==> config.mk <==
export PLATFORM = sky130hd
export DESIGN_NAME = mdma_queue
export DESIGN_NICKNAME = d
export VERILOG_FILES = /design/src/sv/mdma_pkg.sv /design/src/sv/mdma_queue.sv
export SDC_FILE = /design/constraint.sdc
export NUM_CORES = 1
export LEC_CHECK = 0
export BUFFER_PORTS_ARGS = -buffer_cell sky130_fd_sc_hd__buf_2
export CAP_MARGIN = 30
export CORE_ASPECT_RATIO = 1.5
export CORE_MARGIN = 3
export CORE_UTILIZATION = 40
export CTS_CLUSTER_DIAMETER = 100
export DETAILED_ROUTE_END_ITERATION = 6
export GPL_ROUTABILITY_DRIVEN = 1
export PLACE_DENSITY = 0.69
export SLEW_MARGIN = 10
export SYNTH_ARGS = -nofsm -noshare
export SYNTH_HDL_FRONTEND = slang
export SYNTH_SLANG_ARGS = --single-unit
==> constraint.sdc <==
create_clock -name i_clk -period 2.43 [get_ports i_clk]
set_input_delay 0.3645 -clock i_clk [delete_from_list [all_inputs] [get_ports i_clk]]
set_output_delay 0.3645 -clock i_clk [all_outputs]
set_load 0.05 [all_outputs]
==> src/sv/mdma_pkg.sv <==
package mdma_pkg;

    localparam int unsigned MEM_BYTES_DEF   = 65536;
    localparam int unsigned QUEUE_DEPTH_DEF = 2;
    localparam int unsigned BASE_W          = 16;
    localparam int unsigned DATA_W          = 32;

    typedef enum logic {
        OP_LOAD  = 1'b0,
        OP_STORE = 1'b1
    } t_opcode;

    typedef enum logic [1:0] {
        SZ_BYTE = 2'd0,
        SZ_HALF = 2'd1,
        SZ_WORD = 2'd2
    } t_size;

    typedef enum logic [1:0] {
        AL_FORCED  = 2'd0,
        AL_FORWARD = 2'd1,
        AL_RIGHT   = 2'd2
    } t_align;

    typedef enum logic [1:0] {
        ST_IDLE,
        ST_ACCESS,
        ST_FINISH
    } t_state;

    // classified request as it sits in the queue (address travels alongside)
    typedef struct packed {
        logic              err;
        logic              store;
        logic              sext;
        logic              right;
        logic [1:0]        size_code;
        logic [DATA_W-1:0] data;
    } t_op;

    typedef struct packed {
        logic full;
        logic empty;
    } t_q_stat;

    // index of the last byte of an access: size - 1
    function automatic logic [1:0] size_last(input logic [1:0] code);
        logic [1:0] r;
        case (code)
            SZ_BYTE: r = 2'd0;
            SZ_HALF: r = 2'd1;
            SZ_WORD: r = 2'd3;
            default: r = 2'd0;
        endcase
        return r;
    endfunction

endpackage

==> src/sv/mdma_queue.sv <==
module mdma_queue
    import mdma_pkg::*;
#(
    parameter int unsigned WIDTH = 8,
    parameter int unsigned DEPTH = QUEUE_DEPTH_DEF,
    localparam int unsigned PW   = (DEPTH > 1) ? $clog2(DEPTH) : 1,
    localparam int unsigned CW   = $clog2(DEPTH + 1)
) (
    input  logic             i_clk,
    input  logic             i_rst_n,
    input  logic             i_push,
    input  logic [WIDTH-1:0] i_data,
    input  logic             i_pop,
    output logic [WIDTH-1:0] o_data,
    output t_q_stat          o_stat
);

    logic [WIDTH-1:0] r_mem [DEPTH];
    logic [PW-1:0]    r_wptr, n_wptr;
    logic [PW-1:0]    r_rptr, n_rptr;
    logic [CW-1:0]    r_count, n_count;

    always_comb begin
        n_wptr  = r_wptr;
        n_rptr  = r_rptr;
        n_count = r_count;
        if (i_push) begin
            n_wptr = (r_wptr == PW'(DEPTH - 1)) ? '0 : r_wptr + 1'b1;
        end
        if (i_pop) begin
            n_rptr = (r_rptr == PW'(DEPTH - 1)) ? '0 : r_rptr + 1'b1;
        end
        if (i_push && !i_pop) begin
            n_count = r_count + 1'b1;
        end else if (i_pop && !i_push) begin
            n_count = r_count - 1'b1;
        end
    end

    always_ff @(posedge i_clk) begin
        if (!i_rst_n) begin
            r_wptr  <= '0;
            r_rptr  <= '0;
            r_count <= '0;
        end else begin
            r_wptr  <= n_wptr;
            r_rptr  <= n_rptr;
            r_count <= n_count;
        end
    end

    always_ff @(posedge i_clk) begin
        if (i_push) begin
            r_mem[r_wptr] <= i_data;
        end
    end

    assign o_data       = r_mem[r_rptr];
    assign o_stat.full  = (r_count == CW'(DEPTH));
    assign o_stat.empty = (r_count == '0);

endmodule

### Word level (Yosys, flattened, before mapping)

Memory sizes are Yosys's and may differ from the RTL's. A register that Yosys moved wholly into a read port is not among the register bits.
Cells that the tools add are included.

| word-level totals | value |
|---|---|
| memories | 1 |
| word-level logic and storage cells | 23 |
| bits in registers | 4 |
| input port bits | 12 |
| output and inout port bits | 10 |
| memory bits (writable) | 16 |

Memories:

| name | words | bits a word | read ports | clocked after memory_dff | write ports | line | text |
|---|---|---|---|---|---|---|---|
| r_mem | 2 | 8 | 1 | 1 | 1 | mdma_queue.sv:18 | `logic [WIDTH-1:0] r_mem [DEPTH];` |

| cells by class | value |
|---|---|
| add/sub/neg operators | 4 |
| muxes and demuxes | 8 |
| equal/unequal tests | 1 |
| reduce and logical (&&, ||, !) cells | 6 |

Operators by type and width:

| cell | number |
|---|---|
| 1-bit 2-to-1 mux | 6 |
| 2-bit 2-to-1 mux | 2 |
| 1-bit adder, second input constant | 2 |
| 2-bit by 1-bit adder with 2-bit output, second input constant | 1 |
| 2-bit equality test, second input constant | 1 |
| 1-bit logical AND | 2 |
| 1-bit zero test | 2 |
| 2-bit zero test | 1 |
| 2-bit nonzero test | 1 |
| 2-bit by 1-bit subtractor with 2-bit output, second input constant | 1 |

### Depth between registers and ports, before layout

Gate-level depths: netlist of run 1.

| depth | value |
|---|---|
| depth after elaboration | 4 |
| depth in mapped cells | 5 |
| mapped depth without buffers | 5 |

### Least setup slack after synthesis of run 1

No wires, ideal clock.

| timing | value |
|---|---|
| kind | flip-flop to output port |
| from | register r_count[0] |
| to | output port o_stat[0] (netlist name) |
| arrival time | 0.991 ns |
| buffers on the path | 0 |
| slack | 1.074 ns |
| cell stages (with the launch flop) | 2 |
| path through | dfxtp_1 nor2_1 |

RTL lines:

| item | line | text |
|---|---|---|
| start: declaration | mdma_queue.sv:21 | `logic [CW-1:0] r_count, n_count;` |
| start signal: assignment | mdma_queue.sv:48 | `r_count <= n_count;` |
| end: declaration | mdma_queue.sv:15 | `output t_q_stat o_stat` |

==> run_results.csv, run 1 <==
group,metric,value,unit
synth,ys_seq_area_share,73.1,%
final_layout,drive_gt1_share,46.5,%
global_routing,grt_max_degree,12,
cts,htree_levels,1,
global_routing,antenna_found_initial,0,
cts,cts_buffers,3,
cts,cts_tree,"built",
sta,setup_tns,0,ns
cts,cts_sinks,21,
sta,slew_violations,0,
synth,syn_area,795,µm²
placed_design,place_ws,0.894,ns
final_layout,num-nets-final,85,
synth,synth_nets,60,
synth,syn-mean-instance-area,16.9,µm²
global_routing,grt_use_total,9.84,%
cts,cts_hold_buffers,0,
min_path,hp-class,"input pin to register",
drt,vias,443,
critical_path,cp_max_fo,8,
sta,grt_setup_unrepaired,"no",
drt,wl_per_cell,12.4,µm
die,die-area,2570,µm²
synth,syn_inst,47,
sta,slew_headroom,47.7,%
sta,min_period_over_period,74.3,%
flow_run,maxCapViolations,0,
outcome,status,"complete, no violations",
sta,setup_violations,0,
cts,clock-root-buffer,"clkbuf_4",
min_path,hp-start,"i_data[7]",
final_layout,final_cell_mix,"21 x buf_2, 16 x edfxtp_1, 8 x mux2_2",
cts,post_cts_buffers,0,
critical_path,worst-setup-path-type,"register to output port",
pwr,power.density,772,nW/µm²
sta,fin_crit,1.81,ns
placed_design,io_buffers,21,
pwr,total_power,0.731,mW
drt,wl,1.14,mm
drt,drt_first_pass_iters,2,
global_routing,grt_pass1_wl,1.83,mm
critical_path,crit_path_end_kind,"output port",
synth,synth-warning-count,0,
drt,first_iter_violations,6,
placed_design,gp_congestion,0.615,
critical_path,critical_path_arrival,1.44,ns
die,start_util,42.8,%
sta,fmax,554,MHz
sta,hold_violations,0,
synth,synth_area_leaders,"edfxtp_1 60%, dfxtp_1 13%, mux2_2 11%",
sta,worstMarginPinSlew,0.783,ns
synth,synth_top_cell_area_share,60.5,%
die,num_rows,19,
synth,synth-seq-cells,21,
global_routing,grt-ovfl-total,0,
synth,yosysTopAreaCell,"edfxtp_1",
cts,cts_resized,0,
critical_path,crit_required,2.07,ns
critical_path,crit_path_end,"o_data[5]",
final_layout,diodes,0,
critical_path,cp-start-kind,"register",
die,die_height,60.6,µm
drt,ant_nets,0,
sta,hold_slack,0.256,ns
die,ioPinCount,22,
pwr,leakage,0.377,nW
pwr,ir_worst_vdd,0.000470,V
critical_path,worst_r2r_path_depth,1,
critical_path,reg2reg_from,"r_wptr",
cts,path_clk_slew,0.10,ns
synth,synthDistinctLibCells,16,
critical_path,reg2reg_slack,1.13,ns
global_routing,grt_pass1_vias,417,
placed_design,place_hpwl,845,µm
critical_path,r2r-end,"r_mem[0][0]",
drt,viasPerCell,4.82,
sta,final.setup.worst_slack,0.624,ns
die,dieWidth,42.4,µm
sta,fin_skew,0.00171,ns
drt,drc,0,
final_layout,final_common_cell,"buf_2",
die,coreArea,1850,µm²
cts,cts.path.max_buffers,2,
final_layout,area_delta_synth_final,19.2,%
cts,clock_latency,0.29,ns
[registers in the layout (all words and copies together), names as in the netlist, named ones only]
register / cells
r_mem: 16
r_count: 2
r_rptr: 1
r_wptr: 1
[layer usage]
layer | share of wire [%] | GRT usage, %
met5 | 0 | 0
met4 | 0.70 | 6.67
met3 | 6.5 | 2.08
met2 | 50 | 16.3
met1 | 43 | 11.5
[cells by family after synthesis]
family	count (synthesis)	synth area share, %
muxes	8	11.3
buffers and inverters	2	1.10
adders and majority gates	1	1.57
and+or+nand+nor	9	7.09
AOI/OAI and AO/OA	3	2.52
DFF	21	73.1
xor gates and xnor gates	3	3.31
[metrics by stage]
stage / instance area (µm²) / utilization, % / std cells
3_3_place_gp: 921 / 49.7 / 88
4_1_cts: 947 / 51.1 / 92
2_1_floorplan: 795 / - / 47
6_report: 947 / 51.1 / 92
5_1_grt: 947 / 51.1 / 92
3_5_place_dp: 921 / 49.7 / 88
[Yosys cell counts]
cell type	n
a21boi_1	1
and2_1	4
and2b_2	1
buf_2	1
dfxtp_1	5
edfxtp_1	16
ha_1	1
inv_1	1
mux2_2	8
nor2_1	1
nor2b_1	2
o21a_1	1
o21ai_0	1
or3_1	1
xnor2_1	1
xor2_1	2
[final cells by class]
cell class | instances | area (µm²)
fillers | 167 | 907
multi-input cells | 24 | 205
clock buffers | 4 | 26.3
flip-flops and latches | 21 | 581
repair buffers | 21 | 105
well taps | 21 | 26.3
inverters | 1 | 3.75
[how the worst min path moves through the flow]
| stage | endpoint | slack (ns) | cells after the start |
|---|---|---|---|
| floorplan | r_mem[0][0] | 0.46 | 0 |
| global placement | r_count[1] | 0.48 | 2 |
| detailed placement | r_count[1] | 0.50 | 2 |
| CTS | r_mem[0][7] | 0.25 | 1 |
| global route | r_mem[1][6] | 0.24 | 1 |
| finish | r_mem[0][7] | 0.26 | 1 |
[worst max-delay path, cell delays in order (launching register included)]
cell and delay (ns):
dfxtp_1 0.56, mux2_2 0.39, buf_2 0.21
[power by group]
group	total (mW)	leakage (nW)	internal, mW	switching (mW)
Combinational	0.151	0.171	0.0496	0.101
Clock	0.155	0.0150	0.0637	0.0911
Sequential	0.425	0.192	0.411	0.0146
Total	0.731	0.377	0.524	0.207
(Power assumes the default switching activity.)
==> inputs of run 2 (changes only) <==
Settings changed: PLACE_DENSITY 0.69 to 0.71.
Clock period 2.43 ns to 1.6 ns, I/O delays scaled along.
==> run 2 against run 1 <==
- largest power group unchanged
- flip-flop and latch count is the same
- largest cell class unchanged
- hold slack lost 0.13 ns
- worst setup slack lost 0.53 ns
- register-to-register slack lost 0.60 ns
- utilization grew 0.61 points
- sequential power grew 52%
==> run_results.csv, run 2 (synthesis results as in run 1) <==
group,metric,value,unit
cts,cts_tree,"built",
global_routing,antenna_found_initial,0,
pwr,leakage,0.383,nW
global_routing,met3_usage,2.08,%
sta,final.setup.worst_slack,0.0984,ns
placed_design,placed_area,928,µm²
die,start_util,42.8,%
die,dieWidth,42.4,µm
placed_design,place_ws,0.263,ns
global_routing,grt_max_degree,12,
sta,grt_setup_unrepaired,"no",
drt,wl_per_cell,12.8,µm
final_layout,area_delta_synth_final,20.6,%
min_path,hp-class,"input pin to register",
global_routing,grt_pass1_vias,452,
global_routing,grt_use_total,10.3,%
drt,first_iter_violations,6,
sta,min_period_over_period,93.8,%
drt,ant_nets,0,
cts,clock_latency,0.30,ns
critical_path,cp_max_fo,8,
sta,slew_headroom,74.7,%
drt,drc,0,
sta,setup_violations,0,
final_layout,biggestRegsByFlops,"r_mem x16, r_count x2",
cts,post_cts_buffers,0,
final_layout,final_cell_mix,"21 x buf_2, 16 x edfxtp_1, 8 x mux2_2",
critical_path,crit_path_end_kind,"output port",
critical_path,worst-setup-path-type,"register to output port",
final_layout,largest_register_ffs,16,
drt,wl,1.19,mm
cts,cts_buffers,3,
cts,cts_sinks,21,
pwr,ir_worst_vdd,0.000738,V
placed_design,io_buffers,21,
sta,fin_skew,0.000894,ns
final_layout,final_area,958,µm²
final_layout,regMostFlops,"r_mem",
die,coreArea,1850,µm²
placed_design,gp_congestion,0.617,
flow_run,maxCapViolations,0,
sta,slew_violations,0,
die,die-area,2570,µm²
final_layout,drive_gt1_share,48.6,%
global_routing,grt-ovfl-total,0,
final_layout,diodes,0,
global_routing,use_met2,17.6,%
outcome,status,"complete, no violations",
final_layout,num-nets-final,86,
drt,vias,451,
sta,fmax,666,MHz
sta,hold_violations,0,
sta,worstMarginPinSlew,0.380,ns
die,ioPinCount,22,
global_routing,grt.busiest_layer,"met2",
die,die_height,60.6,µm
drt,viasPerCell,4.85,
critical_path,cp-start-kind,"register",
cts,htree_levels,1,
final_layout,final_common_cell,"buf_2",
sta,setup_tns,0,ns
cts,cts.path.max_buffers,2,
global_routing,grt_pass1_wl,1.95,mm
critical_path,critical_path_arrival,1.26,ns
pwr,total_power,1.12,mW
drt,drt_first_pass_iters,4,
die,num_rows,19,
cts,path_clk_slew,0.10,ns
cts,clock-root-buffer,"clkbuf_4",
pwr,power.density,1170,nW/µm²
global_routing,use_met1,11.7,%
sta,fin_crit,1.50,ns
critical_path,crit_required,1.36,ns
[run 2: changes by cell type in the layout (fill, tap and decap cells not counted), sizes merged]
cell and change:
buf +1
[run 2: path summary, 6_finish.rpt]
path	startpoint	endpoint	slack, ns	depth (start not counted)
max	register	o_data[1]	0.1	2
min	i_data[0]	r_mem[1][0]	0.13	1
max reg2reg	r_wptr	r_mem[1][5]	0.53	1
min reg2reg	r_count[1]	r_count[1]	0.52	2
[run 2: critical path, cell delays in order, from the launching register on]
cell and delay (ns):
dfxtp_4 0.42, mux2_2 0.34, buf_2 0.21
[run 2: routing by layer]
metal  up-vias  wire, µm
li1        218         -
met1       210       458
met2        18       615
met3         5        87
met4         0        31
met5         -         0
[run 2: where the power goes]
group / switching, mW / internal, mW / leakage, nW
Combinational: 0.155 / 0.0777 / 0.175
Sequential: 0.0219 / 0.624 / 0.192
Clock: 0.147 / 0.0971 / 0.0150
[run 2: what timing repair did]
item,in CTS,in global routing
resized for setup,1,1
hold buffers,0,0
endpoints found under the setup margin,8,1
[run 2: cell type report]
type | count | area, µm²
fillers | 160 | 896
repair buffers | 22 | 113
multi-input cells | 24 | 205
flip-flops and latches | 21 | 584
well taps | 21 | 26.3
inverters | 1 | 3.75
clock buffers | 4 | 26.3
[run 2: per-stage QoR]
step                instances  hold slack (ns)  util, %
detailed placement         89            0.438     50.1
floorplan                  47            0.339        -
global route               93            0.118     51.7
CTS                        93            0.126     51.6
finish                     93            0.128     51.7
global placement           89            0.429     50.1
