`src/sv/mdma_pkg.sv`:
```
package mdma_pkg;

    localparam int unsigned MEM_BYTES_DEF   = 65536;
    localparam int unsigned QUEUE_DEPTH_DEF = 2;
    localparam int unsigned BASE_W          = 16;
    localparam int unsigned DATA_W          = 32;

    typedef enum logic {
        OP_LOAD  = 1'b0,
        OP_STORE = 1'b1
    } t_opcode;

    typedef enum logic [1:0] {
        SZ_BYTE = 2'd0,
        SZ_HALF = 2'd1,
        SZ_WORD = 2'd2
    } t_size;

    typedef enum logic [1:0] {
        AL_FORCED  = 2'd0,
        AL_FORWARD = 2'd1,
        AL_RIGHT   = 2'd2
    } t_align;

    typedef enum logic [1:0] {
        ST_IDLE,
        ST_ACCESS,
        ST_FINISH
    } t_state;

    // classified request as it sits in the queue (address travels alongside)
    typedef struct packed {
        logic              err;
        logic              store;
        logic              sext;
        logic              right;
        logic [1:0]        size_code;
        logic [DATA_W-1:0] data;
    } t_op;

    typedef struct packed {
        logic full;
        logic empty;
    } t_q_stat;

    // index of the last byte of an access: size - 1
    function automatic logic [1:0] size_last(input logic [1:0] code);
        logic [1:0] r;
        case (code)
            SZ_BYTE: r = 2'd0;
            SZ_HALF: r = 2'd1;
            SZ_WORD: r = 2'd3;
            default: r = 2'd0;
        endcase
        return r;
    endfunction

endpackage

```
`src/sv/mdma_back.sv`:
```
module mdma_back
    import mdma_pkg::*;
#(
    parameter int unsigned MEM_BYTES = MEM_BYTES_DEF,
    localparam int unsigned ADDR_W   = $clog2(MEM_BYTES)
) (
    input  logic              i_clk,
    input  logic              i_rst_n,
    input  t_op               i_q_op,
    input  logic [ADDR_W-1:0] i_q_addr,
    input  t_q_stat           i_q_stat,
    output logic              o_pop,
    output logic              o_ram_en,
    output logic              o_ram_we,
    output logic [ADDR_W-1:0] o_ram_addr,
    output logic [7:0]        o_ram_wdata,
    input  logic [7:0]        i_ram_rdata,
    output logic              o_valid,
    input  logic              i_ready,
    output logic              o_error,
    output logic [31:0]       o_load_value
);

    t_state            r_state, n_state;
    t_op               r_op, n_op;
    logic [ADDR_W-1:0] r_ptr, n_ptr;
    logic [1:0]        r_idx, n_idx;
    logic              r_pend, n_pend;
    logic [1:0]        r_pidx, n_pidx;
    logic [31:0]       r_acc, n_acc;
    logic              r_out_valid;
    logic              r_out_error;
    logic [31:0]       r_out_value;

    logic              out_free;
    logic              out_load;
    logic              out_err;
    logic [31:0]       out_val;
    logic [31:0]       acc_m;
    logic [1:0]        last;
    logic [1:0]        lane;

    function automatic logic [31:0] extend(input logic [31:0] v, input logic sext,
                                           input logic [1:0] code);
        logic [31:0] r;
        r = v;
        if (sext && code == SZ_BYTE && v[7]) begin
            r = v | 32'hFFFF_FF00;
        end else if (sext && code == SZ_HALF && v[15]) begin
            r = v | 32'hFFFF_0000;
        end
        return r;
    endfunction

    assign out_free = !r_out_valid || i_ready;
    assign last     = size_last(r_op.size_code);
    // right mode: byte i is lane i; otherwise the first byte is most significant
    assign lane     = r_op.right ? r_idx : last - r_idx;

    always_comb begin
        acc_m = r_acc;
        if (r_pend) begin
            if (r_op.right) begin
                acc_m[8*r_pidx +: 8] = i_ram_rdata;
            end else begin
                acc_m = {r_acc[23:0], i_ram_rdata};
            end
        end
    end

    always_comb begin
        n_state     = r_state;
        n_op        = r_op;
        n_ptr       = r_ptr;
        n_idx       = r_idx;
        n_pend      = 1'b0;
        n_pidx      = r_pidx;
        n_acc       = acc_m;
        o_pop       = 1'b0;
        o_ram_en    = 1'b0;
        o_ram_we    = 1'b0;
        o_ram_addr  = r_ptr;
        o_ram_wdata = r_op.data[8*lane +: 8];
        out_load    = 1'b0;
        out_err     = 1'b0;
        out_val     = '0;
        case (r_state)
            ST_IDLE: begin
                if (!i_q_stat.empty) begin
                    if (i_q_op.err) begin
                        if (out_free) begin
                            o_pop    = 1'b1;
                            out_load = 1'b1;
                            out_err  = 1'b1;
                        end
                    end else begin
                        o_pop   = 1'b1;
                        n_op    = i_q_op;
                        n_ptr   = i_q_addr;
                        n_idx   = '0;
                        n_acc   = '0;
                        n_state = ST_ACCESS;
                    end
                end
            end
            ST_ACCESS: begin
                o_ram_en = 1'b1;
                o_ram_we = r_op.store;
                n_pend   = !r_op.store;
                n_pidx   = r_idx;
                n_ptr    = r_op.right ? r_ptr - 1'b1 : r_ptr + 1'b1;
                n_idx    = r_idx + 2'd1;
                if (r_idx == last) begin
                    n_state = ST_FINISH;
                end
            end
            ST_FINISH: begin
                if (out_free) begin
                    out_load = 1'b1;
                    out_val  = r_op.store ? '0 : extend(acc_m, r_op.sext, r_op.size_code);
                    n_state  = ST_IDLE;
                end
            end
            default: begin
                n_state = ST_IDLE;
            end
        endcase
    end

    always_ff @(posedge i_clk) begin
        if (!i_rst_n) begin
            r_state     <= ST_IDLE;
            r_pend      <= 1'b0;
            r_out_valid <= 1'b0;
        end else begin
            r_state <= n_state;
            r_pend  <= n_pend;
            if (out_load) begin
                r_out_valid <= 1'b1;
            end else if (i_ready) begin
                r_out_valid <= 1'b0;
            end
        end
    end

    always_ff @(posedge i_clk) begin
        r_op   <= n_op;
        r_ptr  <= n_ptr;
        r_idx  <= n_idx;
        r_pidx <= n_pidx;
        r_acc  <= n_acc;
        if (out_load) begin
            r_out_error <= out_err;
            r_out_value <= out_val;
        end
    end

    assign o_valid      = r_out_valid;
    assign o_error      = r_out_error;
    assign o_load_value = r_out_value;

endmodule

```
`config.mk`:
```
export PLATFORM = sky130hd
export DESIGN_NAME = mdma_back
export DESIGN_NICKNAME = d
export VERILOG_FILES = /design/src/sv/mdma_pkg.sv /design/src/sv/mdma_back.sv
export SDC_FILE = /design/constraint.sdc
export NUM_CORES = 1
export LEC_CHECK = 0
export CAP_MARGIN = 40
export CORE_MARGIN = 1.5
export CORE_UTILIZATION = 60
export DETAILED_ROUTE_END_ITERATION = 10
export DONT_BUFFER_PORTS = 1
export PLACE_DENSITY_LB_ADDON = 0.2
export SLEW_MARGIN = 20
export SYNTH_ARGS = -nofsm -noshare
export SYNTH_HDL_FRONTEND = slang
export SYNTH_SLANG_ARGS = --single-unit
export TNS_END_PERCENT = 5
```
`constraint.sdc`:
```
create_clock -name i_clk -period 7.4 [get_ports i_clk]
set_input_delay 0.74 -clock i_clk [delete_from_list [all_inputs] [get_ports i_clk]]
set_output_delay 0.74 -clock i_clk [all_outputs]
set_load 0.005 [all_outputs]
```
# --- Word-level counts from Yosys, hierarchy flattened ---
# Index checks and enable logic that the tools add are counted.
totals:
  register_bits: 126
  input_bits: 67
  output_inout_bits: 61
  elab_cells: 84
classes:
  n_addsub: 5
  eq_ne: 9
  shifts: 3
  mux: 33
  bitwise_logic: 4
  n_reduce_logical: 16
op_table:
  columns: ["operator", "count"]
  rows:
  - ["32-bit 2-to-1 mux", 7]
  - ["16-bit 2-to-1 mux", 3]
  - ["5-bit negator with 34-bit output", 1]
  - ["8-bit by 34-bit variable shift with 32-bit output, first input constant", 1]
  - ["8-bit by 34-bit variable part select with 32-bit output", 1]
  - ["32-bit bitwise mux", 1]
  - ["16-bit case mux with 2 select lines", 1]
  - ["32-bit by 6-bit variable part select with 8-bit output", 1]
  - ["16-bit by 1-bit adder with 16-bit output, second input constant", 1]
  - ["16-bit by 1-bit subtractor with 16-bit output, second input constant", 1]
  - ["2-bit 2-to-1 mux", 7]
  - ["1-bit 2-to-1 mux", 10]
  - ["2-bit inequality test, second input constant", 4]
  - ["2-bit case mux with 2 select lines", 2]
  - ["2-bit case mux with 3 select lines", 1]
  - ["3-bit AND reduction", 2]
  - ["2-bit by 1-bit == test with 1-bit output, second input constant", 2]
  - ["2-bit == test, second input constant", 2]
  - ["1-bit logical AND", 4]
  - ["2-bit logical NOT", 2]
  - ["1-bit inverter", 4]
  - ["4-bit AND reduction", 1]
  - ["2-bit nonzero test", 2]
  - ["3-bit OR reduction", 1]
  - ["other kinds (7)", 8]

# --- Longest topological paths before layout ---
logic_depth:
  word_depth: 8
  depth_mapped: 9
  ltp_nobuf: 8

# --- Least setup slack after synthesis ---
# OpenSTA, ideal clock, no wires.
synth_timing:
  kind: "input -> register"
  from: "input port i_q_op[37] (netlist bit)"
  to: "register r_op[0] (netlist bit) (enable)"
  setup_time_ns: 0.416
  arrival_time_ns: 2.467
  required_ns: 6.984
  path_slack_ns: 4.517
  stages: 2
  n_path_buf: 1
  cell_sequence: "nor4_2 > clkbuf_1"
synth_between:
  elab_chain_len: 2
synth_rtl:
  columns: ["item", "line", "source"]
  rows:
  - ["from (decl)", "mdma_back.sv:9", "input t_op i_q_op,"]
  - ["1-bit inverter (no source line)", null, null]
  - ["3-bit AND reduction (no source line)", null, null]
  - ["to (signal assigned)", "mdma_back.sv:147", "r_op <= n_op;"]
  - ["to (decl)", "mdma_back.sv:25", "t_op r_op, n_op;"]
# Every way passes these cells.
# A chain may end at the register's enable or synchronous reset.

# --- Final worst setup path ---
layout_timing:
  from: "register r_op[32] (netlist bit)"
  to: "output port o_ram_wdata[7]"
layout_between:
  elab_chain_len: 5
  word_cells_on_any_way: 6
  classes_between: "add/sub: 1; eq/ne: 2; shift: 1; mux: 2"
layout_rtl:
  columns: ["item", "line", "source"]
  rows:
  - ["2-bit == test / 2-bit by 1-bit == test with 1-bit output (equally long branches)", "mdma_pkg.sv:49", "case (code)"]
  - ["2-bit case mux with 2 select lines (*)", "mdma_pkg.sv:49", null]
  - ["2-bit subtractor (*)", "mdma_back.sv:58", "assign lane = r_op.right ? r_idx : last - r_idx;"]
  - ["2-bit 2-to-1 mux (*)", "mdma_back.sv:58", null]
  - ["32-bit by 6-bit variable part select with 8-bit output (*)", "mdma_back.sv:83", "o_ram_wdata = r_op.data[8*lane +: 8];"]
  - ["to (decl)", "mdma_back.sv:16", "output logic [7:0] o_ram_wdata,"]
# Mark *: on every way between the ends. The rest lies on a longest branch, timed or not.

==> run_results.csv <==
group,metric,value,unit
floorplanning,rows,36,
grt,grt_pass1_vias,4120,
synth,netlist_instances,538,
cells_and_area,final_area,6825,um2
min_path,hold_class,"input port to flop",
route,route.detailed.drc,0,
timing,drv_slew,0,
synth,synth-seq-area-share,56.85,%
clock_network,clockBufferDepth,2,
route,routedWlPerCell,19.06,um
timing,hold_violations,0,
floorplanning,die_w,103.2,um
place,gp_congestion,0.8859,
clock_network,clkLatencyLatePin,0.53,ns
worst_setup_path,required,6.66,ns
floorplanning,io_pins,128,
power,clkPwrFrac,42.8,%
grt,gr-total-overflow,0,
timing,slew_headroom,46.27,%
timing,period_needed,3.572,ns
synth,synthFlopType,"edfxtp_1",
synth,ys_types,59,
worst_setup_path,cp_top_family,"XOR/XNOR gates",
clock_network,post_cts_resized,0,
route,via_per_inst,6.143,
place,portBuffers,0,
clock_network,cts_max_level,4,
worst_setup_path,path_cells,"inv_1 -> ha_1 -> inv_1 -> ha_1 -> xnor2_1 -> nor2_1 -> xnor2_1 -> buf_4 -> mux4_2",
cells_and_area,nFillCells,721,
grt,grt.total_usage,26.04,%
synth,synth_top_area_cell,"edfxtp_1",
place,hpwl,8.773,mm
cells_and_area,final_cells,686,
cells_and_area,syn_to_final_growth,13.34,%
cells_and_area,insertedDiodeCount,0,
worst_setup_path,max_stage_delay,0.54,ns
power,p_leak,2.545,nW
power,power_switching,554.4,uW
place,placed_cells,655,
synth,synth_top_area_share,44.88,%
timing,rsz0062_at_grt,"no",
worst_setup_path,worstSetupPathType,"flop to primary output",
synth,async_flop_share,0,%
place,postPlaceCellArea,6168,um2
grt,grt_max_degree,71,
route,drt-initial-drc-count,253,
worst_setup_path,arrival,2.83,ns
route,vias,4214,
worst_setup_path,path_buf_inv,3,
synth,synth_edf_count,90,
clock_network,cts-root-buf,"clkbuf_8",
route,final_antenna_net_count,0,
floorplanning,core_area,9774,um2
route,first_pass_iters,4,
cells_and_area,nets,632,
status,outcome,"finished, final reports clean",
clock_network,cts-hold-fix-buffers,0,
synth,syn-num-nets,629,
clock_network,cts_sinks,126,
timing,worst_pin_slew,0.8030,ns
worst_setup_path,critPathCaptureType,"primary output",
power,p_int,1.594,mW
timing,setup-violations-final,0,
synth,syn_area_per_cell,11.19,um2
synth,ys_ff_latch,126,
clock_network,path_clk_slew,0.06,ns
floorplanning,dieArea,10650,um2
power,switching_share,25.81,%
timing,holdWs,0.3100,ns
flow_run,cap_violations,0,
timing,min_period_over_period,48.26,%
clock_network,tritoncts,"done",
route,wirelength,13.07,mm
floorplanning,chipHeight,103.2,um
synth,synthTopCellsByArea,"edfxtp_1, dfxtp_1, ha_1",
cells_and_area,drive_gt1_share,10.85,%
grt,grt_pass1_wl,20.45,mm
worst_setup_path,cp_max_fo,5,
worst_setup_path,critPathSlowestCell,"mux4_2",
synth,syn_area,6022,um2
power,pwr-share-seq,41.6,%
worst_setup_path,crit_path_start_kind,"flop",
clock_network,postCtsSetupRepairBufs,0,
clock_network,cts_buffers,17,
timing,fmax,280.0,MHz
timing,skew,0.005660,ns
synth,yosysWarningCount,0,
timing,finalSetupTns,0,ns
power,power.density,314.8,nW/um2
grt,antenna_found_initial,0,
floorplanning,start_util,61.61,%
power,ir_worst_vdd,292.2,uV
power,pwr-share-comb,15.6,%
state kept, by name (all words and copies together), names as in the netlist:
name and flops:
r_state 2, r_op 37, r_pidx 2, o_error 1, r_pend 1, o_load_value 32
o_ram_addr 16, r_acc 32, o_valid 1, r_idx 2
worst reg2reg max path: cells and delay by family (launching register included):
family,cells,cell delay [ns]
AOI/OAI and AO/OA,2,0.62
adders and majority gates,1,0.35
buffers and inverters,1,0.12
DFF,1,0.47
and+or+nand+nor,4,0.97
cell type report:
type | instances | area [um2] | share of cell area, %
clock buffers | 17 | 414.1 | 6.068
repair buffers | 8 | 75.07 | 1.100
flip-flops and latches | 126 | 3423 | 50.16
inverters | 37 | 138.9 | 2.035
clock inverters | 14 | 242.7 | 3.556
multi-input cells | 351 | 2365 | 34.65
well taps | 133 | 166.4 | 2.438
worst paths after layout:
path              from  depth (start not counted)                to  slack [ns]
min reg2reg  r_acc[18]                          2         r_acc[26]        0.54
max reg2reg  r_pidx[0]                          8  o_load_value[22]        4.57
max           r_op[32]                          9    o_ram_wdata[7]        3.83
min          i_q_op[8]                          0           r_op[8]        0.31
cells in the final DEF, fill, tap and decap left out, types with 8 or more instances in the layout:
master     count
xnor2_1        8
clkbuf_16     16
o21ai_0       40
nor2b_1        8
a21oi_1       32
inv_1         35
ha_1          23
o21a_1         8
nand2_1       49
a221oi_1      16
nor2_1        70
edfxtp_1      90
dfxtp_1       36
per-layer routing:
layer	up-vias	GRT usage (%)	part of all wire (%)
met5	-	0	0
li1	1975	-	-
met2	209	43.72	51
met4	0	9.667	2.1
met3	30	10.75	9.2
met1	2000	30.04	38
Yosys cell counts, types with 2 or more instances:
library cell and count:
edfxtp_1 90, nor2_1 70, nand2_1 49, o21ai_0 40, dfxtp_1 36, inv_1 35
a21oi_1 32, ha_1 23, clkbuf_1 20, a221oi_1 16, nor2b_1 9, o21a_1 8
xnor2_1 8, a21o_1 7, a221o_1 7, a22oi_1 7, xor2_1 7, nand3_1 6
mux4_2 5, nand2b_1 5, nor3_1 4, a31oi_1 3, and2_1 3, mux4_1 3
nand4_1 3, a41oi_1 2, and3_1 2, buf_4 2, o211ai_1 2, o21bai_1 2
o221a_2 2, or2_2 2, or4_1 2
power groups by stage:
stage / registers [mW] / clock network, mW / logic (mW)
2_1_floorplan: 0.890 / 0 / 0.262
3_3_place_gp: 0.904 / 0 / 0.311
3_5_place_dp: 0.906 / 0 / 0.328
5_1_grt: 0.900 / 0.970 / 0.374
4_1_cts: 0.892 / 0.933 / 0.334
6_report: 0.893 / 0.921 / 0.335
stage by stage:
stage | power (mW) | utilization (%) | setup WS (ns)
CTS | 2.159 | 69.83 | 3.753
finish | 2.149 | 69.83 | 3.828
detailed placement | 1.234 | 63.11 | 4.317
global placement | 1.215 | 62.72 | 4.137
floorplan | 1.152 | - | 4.517
global route | 2.244 | 69.83 | 3.665
cell families (layout without fill, tap and decap cells):
kind of cell    after synthesis  in the layout  share of synthesized area (%)
compound gates              140            140                          16.16
flops                       126            126                          56.85
simple gates                163            163                          12.20
fa+ha+maj                    24             24                          5.111
buf+inv                      61             76                          4.072
mux                           9              9                          3.428
xor+xnor                     15             15                          2.182
No activity file was read; power rests on OpenSTA's default activity.
